### config.mk
export PLATFORM = sky130hd
export DESIGN_NAME = ots_controller
export DESIGN_NICKNAME = d
export VERILOG_FILES = /design/src/rtl/ots_pkg.sv /design/src/rtl/ots_controller.sv
export SDC_FILE = /design/constraint.sdc
export NUM_CORES = 1
export LEC_CHECK = 0
export BUFFER_PORTS_ARGS = -buffer_cell sky130_fd_sc_hd__buf_2
export CORE_MARGIN = 1.5
export CORE_UTILIZATION = 59
export CTS_CLUSTER_SIZE = 10
export DETAILED_ROUTE_END_ITERATION = 10
export HOLD_SLACK_MARGIN = 0.03
export MAX_ROUTING_LAYER = met4
export PLACE_DENSITY = 0.9
export SYNTH_ARGS = -nofsm -noshare
export SYNTH_HDL_FRONTEND = slang
export SYNTH_SLANG_ARGS = --single-unit
### constraint.sdc
create_clock -name clk -period 3.9 [get_ports clk]
set_input_delay 0 -clock clk [delete_from_list [all_inputs] [get_ports clk]]
set_output_delay 0 -clock clk [all_outputs]
set_load 0.01 [all_outputs]
### src/rtl/ots_pkg.sv
// Shared constants, codes and control types for the overlap-add time stretcher.
// No dependencies; every other file but ots_ram imports this package.
package ots_pkg;

    localparam int DEF_MAX_SEGMENT = 1024;
    localparam int DEF_SAMPLE_BITS = 16;
    localparam int ACC_BITS        = 24;
    localparam int MIN_SEGMENT     = 4;
    localparam int POS_RESET       = 400;

    // configuration register file
    localparam int CFG_W      = 11;
    localparam int FADE_W     = 10;
    localparam int STEP_W     = 17;
    localparam int CFG_IDX_W  = 3;
    localparam int CFG_DATA_W = 17;

    localparam logic [CFG_IDX_W-1:0] REG_SEGMENT_LEN  = 3'd0;
    localparam logic [CFG_IDX_W-1:0] REG_INPUT_SHIFT  = 3'd1;
    localparam logic [CFG_IDX_W-1:0] REG_OUTPUT_SHIFT = 3'd2;
    localparam logic [CFG_IDX_W-1:0] REG_FADE_LEN     = 3'd3;
    localparam logic [CFG_IDX_W-1:0] REG_FADE_STEP    = 3'd4;

    localparam logic [CFG_W-1:0]  SEG_RESET  = 11'd800;
    localparam logic [CFG_W-1:0]  ISH_RESET  = 11'd400;
    localparam logic [CFG_W-1:0]  OSH_RESET  = 11'd400;
    localparam logic [FADE_W-1:0] FADE_RESET = 10'd80;
    localparam logic [STEP_W-1:0] STEP_RESET = 17'd830;
    localparam logic [STEP_W-1:0] ONE_Q16    = 17'h10000;

    // item actions and result status
    localparam int ACT_W  = 2;
    localparam int STAT_W = 2;
    localparam logic [ACT_W-1:0] ACT_PUSH    = 2'd0;
    localparam logic [ACT_W-1:0] ACT_PULL    = 2'd1;
    localparam logic [ACT_W-1:0] ACT_DRAIN   = 2'd2;
    localparam logic [ACT_W-1:0] ACT_RESTART = 2'd3;
    localparam logic [STAT_W-1:0] ST_OK     = 2'd0;
    localparam logic [STAT_W-1:0] ST_GIVEN  = 2'd1;
    localparam logic [STAT_W-1:0] ST_REFUSE = 2'd2;
    localparam logic [STAT_W-1:0] ST_TAIL   = 2'd3;

    // datapath commands
    typedef logic [4:0] cmd_t;
    localparam cmd_t CMD_NONE      = 5'd0;
    localparam cmd_t CMD_ACCEPT    = 5'd1;
    localparam cmd_t CMD_CLR_WR    = 5'd2;
    localparam cmd_t CMD_RST_END   = 5'd3;
    localparam cmd_t CMD_PUSH_WR   = 5'd4;
    localparam cmd_t CMD_REFUSE    = 5'd5;
    localparam cmd_t CMD_TAIL      = 5'd6;
    localparam cmd_t CMD_IDX_FILL  = 5'd7;
    localparam cmd_t CMD_IDX_ZERO  = 5'd8;
    localparam cmd_t CMD_ZF_WR     = 5'd9;
    localparam cmd_t CMD_CMB_RD    = 5'd10;
    localparam cmd_t CMD_CMB_MUL   = 5'd11;
    localparam cmd_t CMD_CMB_WR    = 5'd12;
    localparam cmd_t CMD_SHI_RD    = 5'd13;
    localparam cmd_t CMD_SHI_WR    = 5'd14;
    localparam cmd_t CMD_SHI_END   = 5'd15;
    localparam cmd_t CMD_PULL_RD   = 5'd16;
    localparam cmd_t CMD_PULL_GIVE = 5'd17;
    localparam cmd_t CMD_SHO_RD    = 5'd18;
    localparam cmd_t CMD_SHO_WR    = 5'd19;
    localparam cmd_t CMD_SHO_END   = 5'd20;
    localparam cmd_t CMD_DRAIN_END = 5'd21;
    localparam cmd_t CMD_DONE      = 5'd22;

    typedef struct packed {
        logic [ACT_W-1:0] act;
        logic             phase;
        logic             drain;
        logic             fill_hit;
        logic             emit_lt_fill;
        logic             emit_lt_seg;
        logic             emit_lt_osh;
        logic             idx_lt_seg;
        logic             idx_ish_lt_seg;
        logic             idx_lt_max;
        logic             out_free;
    } dp_stat_t;

endpackage

### src/rtl/ots_controller.sv
// Controller FSM: sequences accept, push, pull, combine walk, shifts, drain,
// clearing pass and result hand-off. Depends on ots_pkg.
module ots_controller import ots_pkg::*; (
    input  logic     clk,
    input  logic     rst_n,
    input  logic     in_valid,
    output logic     in_ready,
    input  dp_stat_t stat,
    output cmd_t     cmd
);

    localparam logic [4:0] S_CLR_CHK   = 5'd0;
    localparam logic [4:0] S_CLR_WR    = 5'd1;
    localparam logic [4:0] S_RST_END   = 5'd2;
    localparam logic [4:0] S_IDLE      = 5'd3;
    localparam logic [4:0] S_DISP      = 5'd4;
    localparam logic [4:0] S_PUSH      = 5'd5;
    localparam logic [4:0] S_CMB_CHK   = 5'd6;
    localparam logic [4:0] S_CMB_RD    = 5'd7;
    localparam logic [4:0] S_CMB_MUL   = 5'd8;
    localparam logic [4:0] S_CMB_WR    = 5'd9;
    localparam logic [4:0] S_SHI_CHK   = 5'd10;
    localparam logic [4:0] S_SHI_RD    = 5'd11;
    localparam logic [4:0] S_SHI_WR    = 5'd12;
    localparam logic [4:0] S_SHI_END   = 5'd13;
    localparam logic [4:0] S_PULL_RD   = 5'd14;
    localparam logic [4:0] S_PULL_GIVE = 5'd15;
    localparam logic [4:0] S_PULL_CHK  = 5'd16;
    localparam logic [4:0] S_SHO_CHK   = 5'd17;
    localparam logic [4:0] S_SHO_RD    = 5'd18;
    localparam logic [4:0] S_SHO_WR    = 5'd19;
    localparam logic [4:0] S_SHO_END   = 5'd20;
    localparam logic [4:0] S_ZF_CHK    = 5'd21;
    localparam logic [4:0] S_ZF_WR     = 5'd22;
    localparam logic [4:0] S_DRAIN_END = 5'd23;
    localparam logic [4:0] S_DONE      = 5'd24;

    logic [4:0] state_reg, state_next;
    logic       boot_reg, boot_next;

    always_comb
    begin
        cmd        = CMD_NONE;
        state_next = state_reg;
        boot_next  = boot_reg;
        case (state_reg)
            S_CLR_CHK:
            begin
                if (stat.idx_lt_max)
                    state_next = S_CLR_WR;
                else
                begin
                    // the clearing pass after reset gives no result
                    boot_next  = 1'b0;
                    state_next = boot_reg ? S_IDLE : S_RST_END;
                end
            end
            S_CLR_WR:
            begin
                cmd        = CMD_CLR_WR;
                state_next = S_CLR_CHK;
            end
            S_RST_END:
            begin
                cmd        = CMD_RST_END;
                state_next = S_DONE;
            end
            S_IDLE:
            begin
                if (in_valid)
                begin
                    cmd        = CMD_ACCEPT;
                    state_next = S_DISP;
                end
            end
            S_DISP:
            begin
                case (stat.act)
                    ACT_PUSH:
                    begin
                        if (stat.phase || stat.drain)
                        begin
                            cmd        = CMD_REFUSE;
                            state_next = S_DONE;
                        end
                        else
                            state_next = S_PUSH;
                    end
                    ACT_PULL:
                    begin
                        if (stat.drain)
                        begin
                            if (stat.emit_lt_fill && stat.emit_lt_seg)
                                state_next = S_PULL_RD;
                            else
                            begin
                                cmd        = CMD_TAIL;
                                state_next = S_DONE;
                            end
                        end
                        else if (!stat.phase)
                        begin
                            cmd        = CMD_REFUSE;
                            state_next = S_DONE;
                        end
                        else if (stat.emit_lt_osh)
                            state_next = S_PULL_RD;
                        else
                        begin
                            cmd        = CMD_IDX_ZERO;
                            state_next = S_SHO_CHK;
                        end
                    end
                    ACT_DRAIN:
                    begin
                        if (stat.drain)
                        begin
                            cmd        = CMD_REFUSE;
                            state_next = S_DONE;
                        end
                        else if (!stat.phase)
                        begin
                            cmd        = CMD_IDX_FILL;
                            state_next = S_ZF_CHK;
                        end
                        else
                            state_next = S_DRAIN_END;
                    end
                    default:
                    begin
                        cmd        = CMD_IDX_ZERO;
                        state_next = S_CLR_CHK;
                    end
                endcase
            end
            S_PUSH:
            begin
                cmd        = CMD_PUSH_WR;
                state_next = stat.fill_hit ? S_CMB_CHK : S_DONE;
            end
            S_CMB_CHK:
            begin
                if (stat.idx_lt_seg)
                    state_next = S_CMB_RD;
                else if (stat.act == ACT_PUSH)
                begin
                    cmd        = CMD_IDX_ZERO;
                    state_next = S_SHI_CHK;
                end
                else
                    state_next = S_DRAIN_END;
            end
            S_CMB_RD:
            begin
                cmd        = CMD_CMB_RD;
                state_next = S_CMB_MUL;
            end
            S_CMB_MUL:
            begin
                cmd        = CMD_CMB_MUL;
                state_next = S_CMB_WR;
            end
            S_CMB_WR:
            begin
                cmd        = CMD_CMB_WR;
                state_next = S_CMB_CHK;
            end
            S_SHI_CHK:
            begin
                state_next = stat.idx_ish_lt_seg ? S_SHI_RD : S_SHI_END;
            end
            S_SHI_RD:
            begin
                cmd        = CMD_SHI_RD;
                state_next = S_SHI_WR;
            end
            S_SHI_WR:
            begin
                cmd        = CMD_SHI_WR;
                state_next = S_SHI_CHK;
            end
            S_SHI_END:
            begin
                cmd        = CMD_SHI_END;
                state_next = S_DONE;
            end
            S_PULL_RD:
            begin
                cmd        = CMD_PULL_RD;
                state_next = S_PULL_GIVE;
            end
            S_PULL_GIVE:
            begin
                cmd        = CMD_PULL_GIVE;
                state_next = S_PULL_CHK;
            end
            S_PULL_CHK:
            begin
                if (!stat.drain && !stat.emit_lt_osh)
                begin
                    cmd        = CMD_IDX_ZERO;
                    state_next = S_SHO_CHK;
                end
                else
                    state_next = S_DONE;
            end
            S_SHO_CHK:
            begin
                state_next = stat.idx_lt_seg ? S_SHO_RD : S_SHO_END;
            end
            S_SHO_RD:
            begin
                cmd        = CMD_SHO_RD;
                state_next = S_SHO_WR;
            end
            S_SHO_WR:
            begin
                cmd        = CMD_SHO_WR;
                state_next = S_SHO_CHK;
            end
            S_SHO_END:
            begin
                cmd        = CMD_SHO_END;
                state_next = S_DONE;
            end
            S_ZF_CHK:
            begin
                if (stat.idx_lt_seg)
                    state_next = S_ZF_WR;
                else
                begin
                    cmd        = CMD_IDX_ZERO;
                    state_next = S_CMB_CHK;
                end
            end
            S_ZF_WR:
            begin
                cmd        = CMD_ZF_WR;
                state_next = S_ZF_CHK;
            end
            S_DRAIN_END:
            begin
                cmd        = CMD_DRAIN_END;
                state_next = S_DONE;
            end
            S_DONE:
            begin
                if (stat.out_free)
                begin
                    cmd        = CMD_DONE;
                    state_next = S_IDLE;
                end
            end
            default:
            begin
                state_next = S_IDLE;
            end
        endcase
    end

    always_ff @(posedge clk or negedge rst_n)
    begin
        if (!rst_n)
        begin
            state_reg <= S_CLR_CHK;
            boot_reg  <= 1'b1;
        end
        else
        begin
            state_reg <= state_next;
            boot_reg  <= boot_next;
        end
    end

    assign in_ready = (state_reg == S_IDLE);

    a_accept_disp: assert property (@(posedge clk) disable iff (!rst_n)
        in_valid && in_ready |=> state_reg == S_DISP)
        else $error("accepted item not dispatched");

    a_boot_once: assert property (@(posedge clk) disable iff (!rst_n)
        !boot_reg |=> !boot_reg)
        else $error("boot clearing pass re-armed");

    a_done_free: assert property (@(posedge clk) disable iff (!rst_n)
        cmd == CMD_DONE |-> stat.out_free)
        else $error("result overwritten before taken");

endmodule

==> flow_summary.yaml, run 1 <==
run_status:
  status: "finished clean"
global_routing:
  antenna_found_initial: 0
  grt_pass1_vias: 1102
  grt-ovfl-total: 0
  grt_pass1_wl_um: 5340
  grt.total_usage: 0.3512
  grt_max_degree: 28
timing:
  grt_setup_unrepaired: "no"
  maxSlewViolCount: 0
  max_slew_margin: 0.4370
  setup_viol: 0
  post-route-period-util: 0.6085
  worst_slew_pin_slew_ps: 844.5
  setup_slack_ps: 1527
  clock_skew_ps: 11.85
  hold_violations: 0
  fin_crit_ps: 2373
  tns_ps: 0
  fmax_mhz: 421.4
synth:
  synth-simple-area-share: 0.3254
  ys_seq_area_frac: 0.1372
  synth_nets: 181
  synth-xor-area-share: 0.007937
  postSynthAreaPerCell_sq_um: 6.648
  synthesis.area_sq_mm: 0.001104
  synth_cell_types: 52
  synth_edf_count: 0
  synth_seq_cells: 6
  ys.flop_type: "dfrtp_1"
  synth-compound-area-share: 0.4240
  synth.largest_area_cell: "dfrtp_1"
  syn_inst: 166
  synth.top_cell.area_share: 0.1134
  yosysWarnings: 0
  synthArstFlopShare: 1.000
  synthAdderAreaFrac: 0
  synth_top_family_by_area: "compound AO/OA/AOI/OAI gates"
  synth_area_leaders: "dfrtp_1 11%, a21oi_1 6.3%, nor2_1 5.8%"
  muxShareOfSynthArea: 0.009070
worst_setup_path:
  crit_path_end_kind: "output pin"
  path_buf_inv: 1
  cp.arrival_ps: 2370
  required_ps: 3900
  crit_family: "flip-flops"
  crit_chain: "nor2b_1 > nand2_1 > nor3_1 > a2111oi_0 > o21ai_1 > buf_2"
  cpPeakStageDelay_ps: 880
  worstSetupPathType: "reg2out"
  cp_max_fo: 27
  cp_slowest_cell: "dfrtp_1"
  cp-start-kind: "flip-flop"
routing:
  num_vias: 1463
  antenna_left: 0
  via_per_inst: 7.279
  drt-wirelength-per-cell_um: 16.82
  routed_wl_um: 3380
  drc: 0
  dr.pass1.iters: 6
  detail_route.iter0.violations: 144
floorplan:
  start_util: 0.6323
  core_area_sq_mm: 0.001745
  die-area_sq_mm: 0.002139
  fp.dieW_um: 46.25
  die_height_um: 46.25
  io_pins: 21
  num_rows: 15
clocking:
  clk_pin_slew_ps: 50
  htreeDepth: 1
  cts_buffers: 3
  cts_root_buf: "clkbuf_4"
  clk_path_buf_depth: 2
  cts.sinks: 6
  clk_latency_ps: 250
  cts_tree: "done"
  post_cts_buffers: 0
placement:
  buffer_ports.inserted: 20
  dp_cells: 195
  place_ws_ps: 1820
  globalplace.congestion: 1.059
  post-dp-hpwl_um: 2357
  placed_area_sq_mm: 0.001155
final_layout:
  syn2layout_area_growth_pct: 8.843
  largest_reg_flops: 5
  final_nets: 192
  fillCellCount: 161
  final_common_cell: "buf_2"
  antenna_cells: 0
  layout-drive-gt1-share: 0.1648
  utilization: 0.6882
  fin_area_sq_mm: 0.001201
  final_cell_mix: "20 x buf_2, 17 x nor2_1, 14 x a21oi_1"
  final_cells: 201
hold_path:
  hp-class: "in2reg"
pwr:
  peakVddDrop_mv: 0.6418
  p_leak_nw: 0.4705
  p_per_area_mw_per_mm2: 718.4
job:
  maxCapViolations: 0
[kinds of logic after synthesis]
kind of cell	count (synthesis)
and+or+nand+nor	70
AOI/OAI and AO/OA	65
buffers and inverters	23
DFF	6
xor gates and xnor gates	1
muxes	1
[worst paths after layout]
| kind | from | to | slack (ps) | cells after the start |
|---|---|---|---|---|
| min reg2reg | boot_reg | boot_reg | 470 | 1 |
| max | state_reg[1] | cmd[3] | 1530 | 6 |
| max in group asynchronous | rst_n | boot_reg | 3570 | 2 |
| min | in_valid | state_reg[2] | 80 | 3 |
| min in group asynchronous | rst_n | state_reg[3] | 100 | 2 |
| max reg2reg | state_reg[1] | state_reg[2] | 1730 | 5 |
[synth_stat cells, drive strengths merged (2+ instances only)]
library cell and count:
a2111oi 3, nand4 4, a211o 3, o211ai 4, nand2b 5, inv 7, clkbuf 3, a21oi 14
o31ai 2, o32ai 4, nor4 6, nor3 5, o22ai 2, or3 3, dfrtp 5, nor2b 8
a21o 2, nor2 18, nand3 4, a211oi 2, and3 4, buf 13, o21ai 13, nand2 11
[metrics by stage]
step	power, mW	hold slack, ps
6_report	0.8629	80.29
5_1_grt	0.9296	85.63
4_1_cts	0.8380	71.36
3_5_place_dp	0.7698	-172.9
3_3_place_gp	0.7444	-176.9
2_1_floorplan	0.6463	-295.6
[power by group]
| group | total [mW] | switching, mW | leakage [nW] | internal (mW) |
|---|---|---|---|---|
| sequential | 0.236 | 0.150 | 0.0733 | 0.0853 |
| combinational | 0.567 | 0.324 | 0.382 | 0.243 |
| clock | 0.0604 | 0.0217 | 0.0150 | 0.0387 |
| total | 0.863 | 0.496 | 0.470 | 0.367 |
[per-layer routing]
metal,routed length (um),part of all wire,vias up,global-route usage
met2,1489,0.44,168,0.5083
met1,1347,0.40,623,0.5023
met5,0,0,-,-
met3,481,0.14,9,0.05882
li1,-,-,663,-
met4,62,0.018,0,0.08571
[final cells by class]
type                    count  area (sq um)  share of cell area
multi-input cells         137         845.8              0.7042
well taps                  25         31.28             0.02604
flip-flops and latches      6         151.4              0.1260
inverters                   7         26.28             0.02188
clock buffers               4         26.28             0.02188
repair buffers             22         120.1              0.1000
[tightest hold or removal path: stages]
cell and delay, ps:
buf_2 120, nor2_1 110, a211oi_1 50
[timing repair]
item	4_1_cts	5_1_grt
endpoints found under the hold margin	7	0
hold buffers	2	0
gates resized for setup	0	0
Power figures use the tool's default switching activity.
==> inputs of run 2 (changes only) <==
--- a/config.mk
+++ b/config.mk
@@ -7,12 +7,12 @@
 export LEC_CHECK = 0
 export BUFFER_PORTS_ARGS = -buffer_cell sky130_fd_sc_hd__buf_2
 export CORE_MARGIN = 1.5
-export CORE_UTILIZATION = 59
+export CORE_UTILIZATION = 55
 export CTS_CLUSTER_SIZE = 10
 export DETAILED_ROUTE_END_ITERATION = 10
 export HOLD_SLACK_MARGIN = 0.03
 export MAX_ROUTING_LAYER = met4
-export PLACE_DENSITY = 0.9
+export PLACE_DENSITY = 0.85
 export SYNTH_ARGS = -nofsm -noshare
 export SYNTH_HDL_FRONTEND = slang
 export SYNTH_SLANG_ARGS = --single-unit
==> constraint.sdc (replaced) <==
create_clock -name clk -period 2.5 [get_ports clk]
set_input_delay 0 -clock clk [delete_from_list [all_inputs] [get_ports clk]]
set_output_delay 0 -clock clk [all_outputs]
set_load 0.01 [all_outputs]
==> run 2 against run 1 <==
Largest cell class unchanged. Non-clock buffer count is 2 higher. Sequential share of layout area is 0.091 points lower. Utilization is 5.3 points lower. Die area is 6.8% higher. Largest power group unchanged. Clock-buffer cell count stayed put. Critical path depth stayed put.
==> flow_summary.yaml, run 2 (same netlist as run 1, synthesis figures left out) <==
run_status:
  status: "finished clean"
pwr:
  p_clk_frac: 0.077
  p_leak_nw: 0.4791
  p_per_area_mw_per_mm2: 1132
  p_int_mw: 0.5933
  power_switching_share: 0.5702
  comb_power_share: 0.696
  peakVddDrop_mv: 0.6624
  seqPwrFrac: 0.227
  net-switching-power_mw: 0.7871
global_routing:
  antenna_found_initial: 0
  grt-ovfl-total: 0
  grt_pass1_vias: 1116
  grt_max_degree: 28
  grt_pass1_wl_um: 5016
  grt.total_usage: 0.3230
timing:
  max_slew_margin: 0.4947
  maxSlewViolCount: 0
  clock_skew_ps: 4.761
  grt_setup_unrepaired: "no"
  setup_viol: 0
  hold_ws_ps: 83.37
  setup_slack_ps: 229.9
  hold_violations: 0
  tns_ps: 0
  worst_slew_pin_slew_ps: 757.9
  fin_crit_ps: 2270
  fmax_mhz: 440.5
  post-route-period-util: 0.9080
final_layout:
  fillCellCount: 174
  layout-drive-gt1-share: 0.1798
  final_nets: 194
  antenna_cells: 0
  largest_reg_flops: 5
  final_common_cell: "buf_2"
  syn2layout_area_growth_pct: 10.54
  final_cell_mix: "20 x buf_2, 17 x nor2_1, 14 x a21oi_1"
job:
  maxCapViolations: 0
worst_setup_path:
  crit_chain: "nor2b_1 > nand2_1 > nor3_1 > a2111oi_0 > o21ai_1 > buf_2"
  cp_slowest_cell: "dfrtp_1"
  required_ps: 2500
  cpPeakStageDelay_ps: 830
  r2r-start: "state_reg[0]"
  startpoint: "state_reg[0]"
  cp.arrival_ps: 2270
  cp_max_fo: 27
  crit_family: "flip-flops"
  cp-start-kind: "flip-flop"
  crit_path_end_kind: "output pin"
  path_buf_inv: 1
  worstSetupPathType: "reg2out"
routing:
  detail_route.iter0.violations: 124
  antenna_left: 0
  via_per_inst: 7.176
  drc: 0
  routed_wl_um: 3507
  drt-wirelength-per-cell_um: 17.11
  dr.pass1.iters: 6
  num_vias: 1471
clocking:
  cts_root_buf: "clkbuf_4"
  cts_buffers: 3
  htreeDepth: 1
  cts.sinks: 6
  clk_path_buf_depth: 2
  clk_latency_ps: 260
  clk_pin_slew_ps: 60
  cts_tree: "done"
  post_cts_buffers: 0
floorplan:
  core_area_sq_mm: 0.001922
  start_util: 0.5742
  io_pins: 21
  die-area_sq_mm: 0.002284
  fp.dieW_um: 47.80
  num_rows: 16
  die_height_um: 47.80
hold_path:
  hold_start: "in_valid"
  hp-class: "in2reg"
placement:
  globalplace.congestion: 1.063
  place_ws_ps: 421.5
  post-dp-hpwl_um: 2480
  buffer_ports.inserted: 20
## run 2: timing repair
item,4_1_cts,5_1_grt
endpoints found under the hold margin,7,0
setup endpoints to repair,0,1
resized for setup,0,1
hold buffers,2,0
## run 2: final cells by class
cell class	instances	area, sq um	area share
timing repair buffer	24	135.1	0.1108
inverter	7	26.28	0.02154
clock buffer	4	26.28	0.02154
multi-input combinational	137	845.8	0.6933
sequential	6	152.6	0.1251
tap	27	33.78	0.02769
## run 2: per-layer routing
layer | part of all wire | global-route usage
met1 | 0.39 | 0.4406
met2 | 0.44 | 0.4453
met3 | 0.13 | 0.04151
met4 | 0.042 | 0.2000
met5 | 0 | -
## run 2: power groups by stage
stage	Combinational [mW]	Sequential, mW	Clock [mW]
finish	0.961	0.314	0.106
global route	1.04	0.320	0.115
CTS	0.936	0.300	0.106
detailed placement	0.926	0.303	0
global placement	0.909	0.295	0
floorplan	0.851	0.157	0
## run 2: worst paths after layout
check                      depth (start not counted)            to  slack [ps]
max reg2reg                                        5  state_reg[2]         380
min in group asynchronous                          2  state_reg[2]         100
min                                                3  state_reg[2]          80
max in group asynchronous                          2      boot_reg        2180
max                                                6        cmd[3]         230
min reg2reg                                        1      boot_reg         470
## run 2: worst register-to-register path, stage by stage, from the launching register on
cell and delay [ps]:
dfrtp_1 650, nor2b_1 340, a22oi_1 260, o32ai_1 130
a2111oi_0 480, a211oi_1 110
## run 2: per-stage QoR
stage          cell area [sq um]  utilization  std cells  power, mW
3_5_place_dp                1172       0.6100        199      1.229
2_1_floorplan               1104            -        166      1.008
3_3_place_gp                1172       0.6100        199      1.205
5_1_grt                     1220       0.6348        205      1.476
4_1_cts                     1219       0.6341        205      1.342
6_report                    1220       0.6348        205      1.380
==> inputs of run 3 (changes only) <==
--- a/config.mk
+++ b/config.mk
@@ -5,7 +5,9 @@
 export SDC_FILE = /design/constraint.sdc
 export NUM_CORES = 1
 export LEC_CHECK = 0
+export ABC_AREA = 1
 export BUFFER_PORTS_ARGS = -buffer_cell sky130_fd_sc_hd__buf_2
+export CAP_MARGIN = 25
 export CORE_MARGIN = 1.5
 export CORE_UTILIZATION = 55
 export CTS_CLUSTER_SIZE = 10
==> constraint.sdc (replaced) <==
create_clock -name clk -period 2.1 [get_ports clk]
set_input_delay 0 -clock clk [delete_from_list [all_inputs] [get_ports clk]]
set_output_delay 0 -clock clk [all_outputs]
set_load 0.01 [all_outputs]
==> run 3 against run 2 <==
Routed wire length decreased by 6.8%. Cell count increased by 26%. First-iteration DRC count decreased by 24%. Worst hold slack improved by 1.0 ps. Sequential share of layout area decreased by 0.55 points. Clock-buffer cell count unchanged. Clock skew increased by 11 ps. Non-clock buffer count decreased by 2. Power increased by 20%. Setup slack improved by 26 ps. Combinational power increased by 28%. Clock power increased by 11%.
==> flow_summary.yaml, run 3 <==
worst_setup_path:
  startpoint: "state_reg[0]"
  crit_chain: "nor2_8 > nand2_4 > inv_1 > o21ai_1 > nand2_1 > nor3b_1 > nand4_1 > buf_2"
  cpPeakStageDelay_ps: 620
  cp_slowest_cell: "dfrtp_1"
  cp.arrival_ps: 1840
  r2r-start: "state_reg[0]"
  worstSetupPathType: "reg2out"
  rrSetupSlack_ps: 420
  cp-start-kind: "flip-flop"
  crit_path_end_kind: "output pin"
  required_ps: 2100
  timing.rr.end: "state_reg[2]"
  crit_family: "flip-flops"
  cp_max_fo: 8
  endpoint: "cmd[1]"
  crit_cells: 8
  path_buf_inv: 2
  r2r_cells: 9
routing:
  via_per_inst: 5.506
  num_vias: 1426
  routed_wl_um: 3269
  dr.pass1.iters: 5
  drc: 0
  detail_route.iter0.violations: 94
  drt-wirelength-per-cell_um: 12.62
  antenna_left: 0
final_layout:
  fillCellCount: 202
  final_nets: 248
  final_common_cell: "nand2_1"
  antenna_cells: 0
  layout-drive-gt1-share: 0.1983
  final_cell_mix: "59 x nand2_1, 41 x nor2_1, 23 x nand3_1"
  syn2layout_area_growth_pct: 13.46
  largest_reg_flops: 5
timing:
  fin_crit_ps: 1844
  worst_slew_pin_slew_ps: 450.3
  setup_slack_ps: 256.2
  maxSlewViolCount: 0
  fmax_mhz: 542.4
  clock_skew_ps: 15.75
  tns_ps: 0
  hold_violations: 0
  max_slew_margin: 0.6998
  hold_ws_ps: 84.41
  setup_viol: 0
  grt_setup_unrepaired: "no"
  post-route-period-util: 0.8780
synth:
  yosysMostFrequentCell: "nand2_1"
  synth_edf_count: 0
  ys.flop_type: "dfrtp_1"
  synth.largest_area_cell: "nand2_1"
  postSynthAreaPerCell_sq_um: 5.382
  synth_cell_types: 28
  synth_area_leaders: "nand2_1 20%, nor2_1 14%, dfrtp_1 11%"
  synthesis.area_sq_mm: 0.001125
  ys_seq_area_frac: 0.1346
  synth_seq_cells: 6
  yosysWarnings: 0
  synth.top_cell.area_share: 0.1969
  synth_nets: 224
  yosys-top-cells-count: "59 x nand2_1, 41 x nor2_1, 23 x nand3_1"
  synthArstFlopShare: 1.000
  syn_inst: 209
floorplan:
  die_height_um: 48.23
  start_util: 0.5793
  fp.dieW_um: 48.23
  num_rows: 16
  io_pins: 21
  core_area_sq_mm: 0.001942
  die-area_sq_mm: 0.002326
placement:
  post-dp-hpwl_um: 2734
  place_ws_ps: 445.2
  buffer_ports.inserted: 20
  globalplace.congestion: 1.096
pwr:
  comb_power_share: 0.740
  power_switching_share: 0.5955
  p_clk_frac: 0.071
  p_per_area_mw_per_mm2: 1300
  p_int_mw: 0.6710
  net-switching-power_mw: 0.9881
  p_leak_nw: 0.7268
  seqPwrFrac: 0.189
  peakVddDrop_mv: 0.8377
global_routing:
  grt_max_degree: 10
  grt_pass1_wl_um: 4947
  grt_pass1_vias: 1173
  grt.total_usage: 0.3165
  grt-ovfl-total: 0
  antenna_found_initial: 0
clocking:
  cts.sinks: 6
  htreeDepth: 1
  cts_root_buf: "clkbuf_4"
  clk_pin_slew_ps: 60
  cts_buffers: 3
  clk_latency_ps: 260
  post_cts_buffers: 0
  clk_path_buf_depth: 2
  cts_tree: "done"
hold_path:
  hp-class: "in2reg"
job:
  maxCapViolations: 0
run_status:
  status: "finished clean"
[run 3: worst min-delay path, delay by kind of cell]
family / cells / cell delay [ps]
AND/OR/NAND/NOR: 2 / 190
buffers and inverters: 2 / 120
[run 3: stage by stage]
stage | utilization | power [mW] | area (sq um) | std cells
finish | 0.6572 | 1.659 | 1276 | 259
global route | 0.6572 | 1.821 | 1276 | 259
CTS | 0.6566 | 1.636 | 1275 | 259
detailed placement | 0.6327 | 1.509 | 1229 | 253
global placement | 0.6327 | 1.528 | 1229 | 253
floorplan | - | 1.247 | 1125 | 209
[run 3: cell type report]
class | instances | area, sq um | area share
Multi-Input combinational cell | 175 | 847.1 | 0.6637
Sequential cell | 6 | 152.6 | 0.1196
Timing Repair Buffer | 22 | 120.1 | 0.09412
Inverter | 25 | 96.34 | 0.07549
Tap cell | 27 | 33.78 | 0.02647
Clock buffer | 4 | 26.28 | 0.02059
[run 3: repair_timing]
item                       4_1_cts  5_1_grt
resized for setup                0        1
hold buffers                     2        0
setup endpoints to repair        0        1
hold endpoints to repair         7        0
[run 3: cell families after synthesis]
logic type	after synthesis	share of synthesized area
compound gates	11	0.05339
buf+inv	28	0.1123
flops	6	0.1346
simple gates	164	0.6997
[run 3: worst min-delay path by stage]
| stage | startpoint | end | depth (start not counted) |
|---|---|---|---|
| after floorplan | rst_n | state_reg[0] | 0 |
| after global placement | rst_n | state_reg[0] | 1 |
| after detailed placement | rst_n | state_reg[3] | 1 |
| after CTS | in_valid | state_reg[0] | 4 |
| after global routing | in_valid | state_reg[1] | 4 |
| final | in_valid | state_reg[1] | 4 |
[run 3: power by group through the flow]
stage               Clock (mW)  Combinational [mW]  Sequential [mW]
finish                   0.118                1.23            0.313
global route             0.136                1.36            0.324
CTS                      0.119                1.21            0.307
detailed placement           0                1.20            0.308
global placement             0                1.22            0.311
floorplan                    0                1.04            0.203
[run 3: metal layers]
layer | vias to the layer above | wire length [um] | share of wire | GRT usage
met4 | 0 | 77 | 0.024 | 0.07568
met5 | - | 0 | 0 | -
met2 | 75 | 1547 | 0.47 | 0.5158
met3 | 10 | 231 | 0.071 | 0.07037
met1 | 611 | 1412 | 0.43 | 0.3947
li1 | 730 | - | - | -
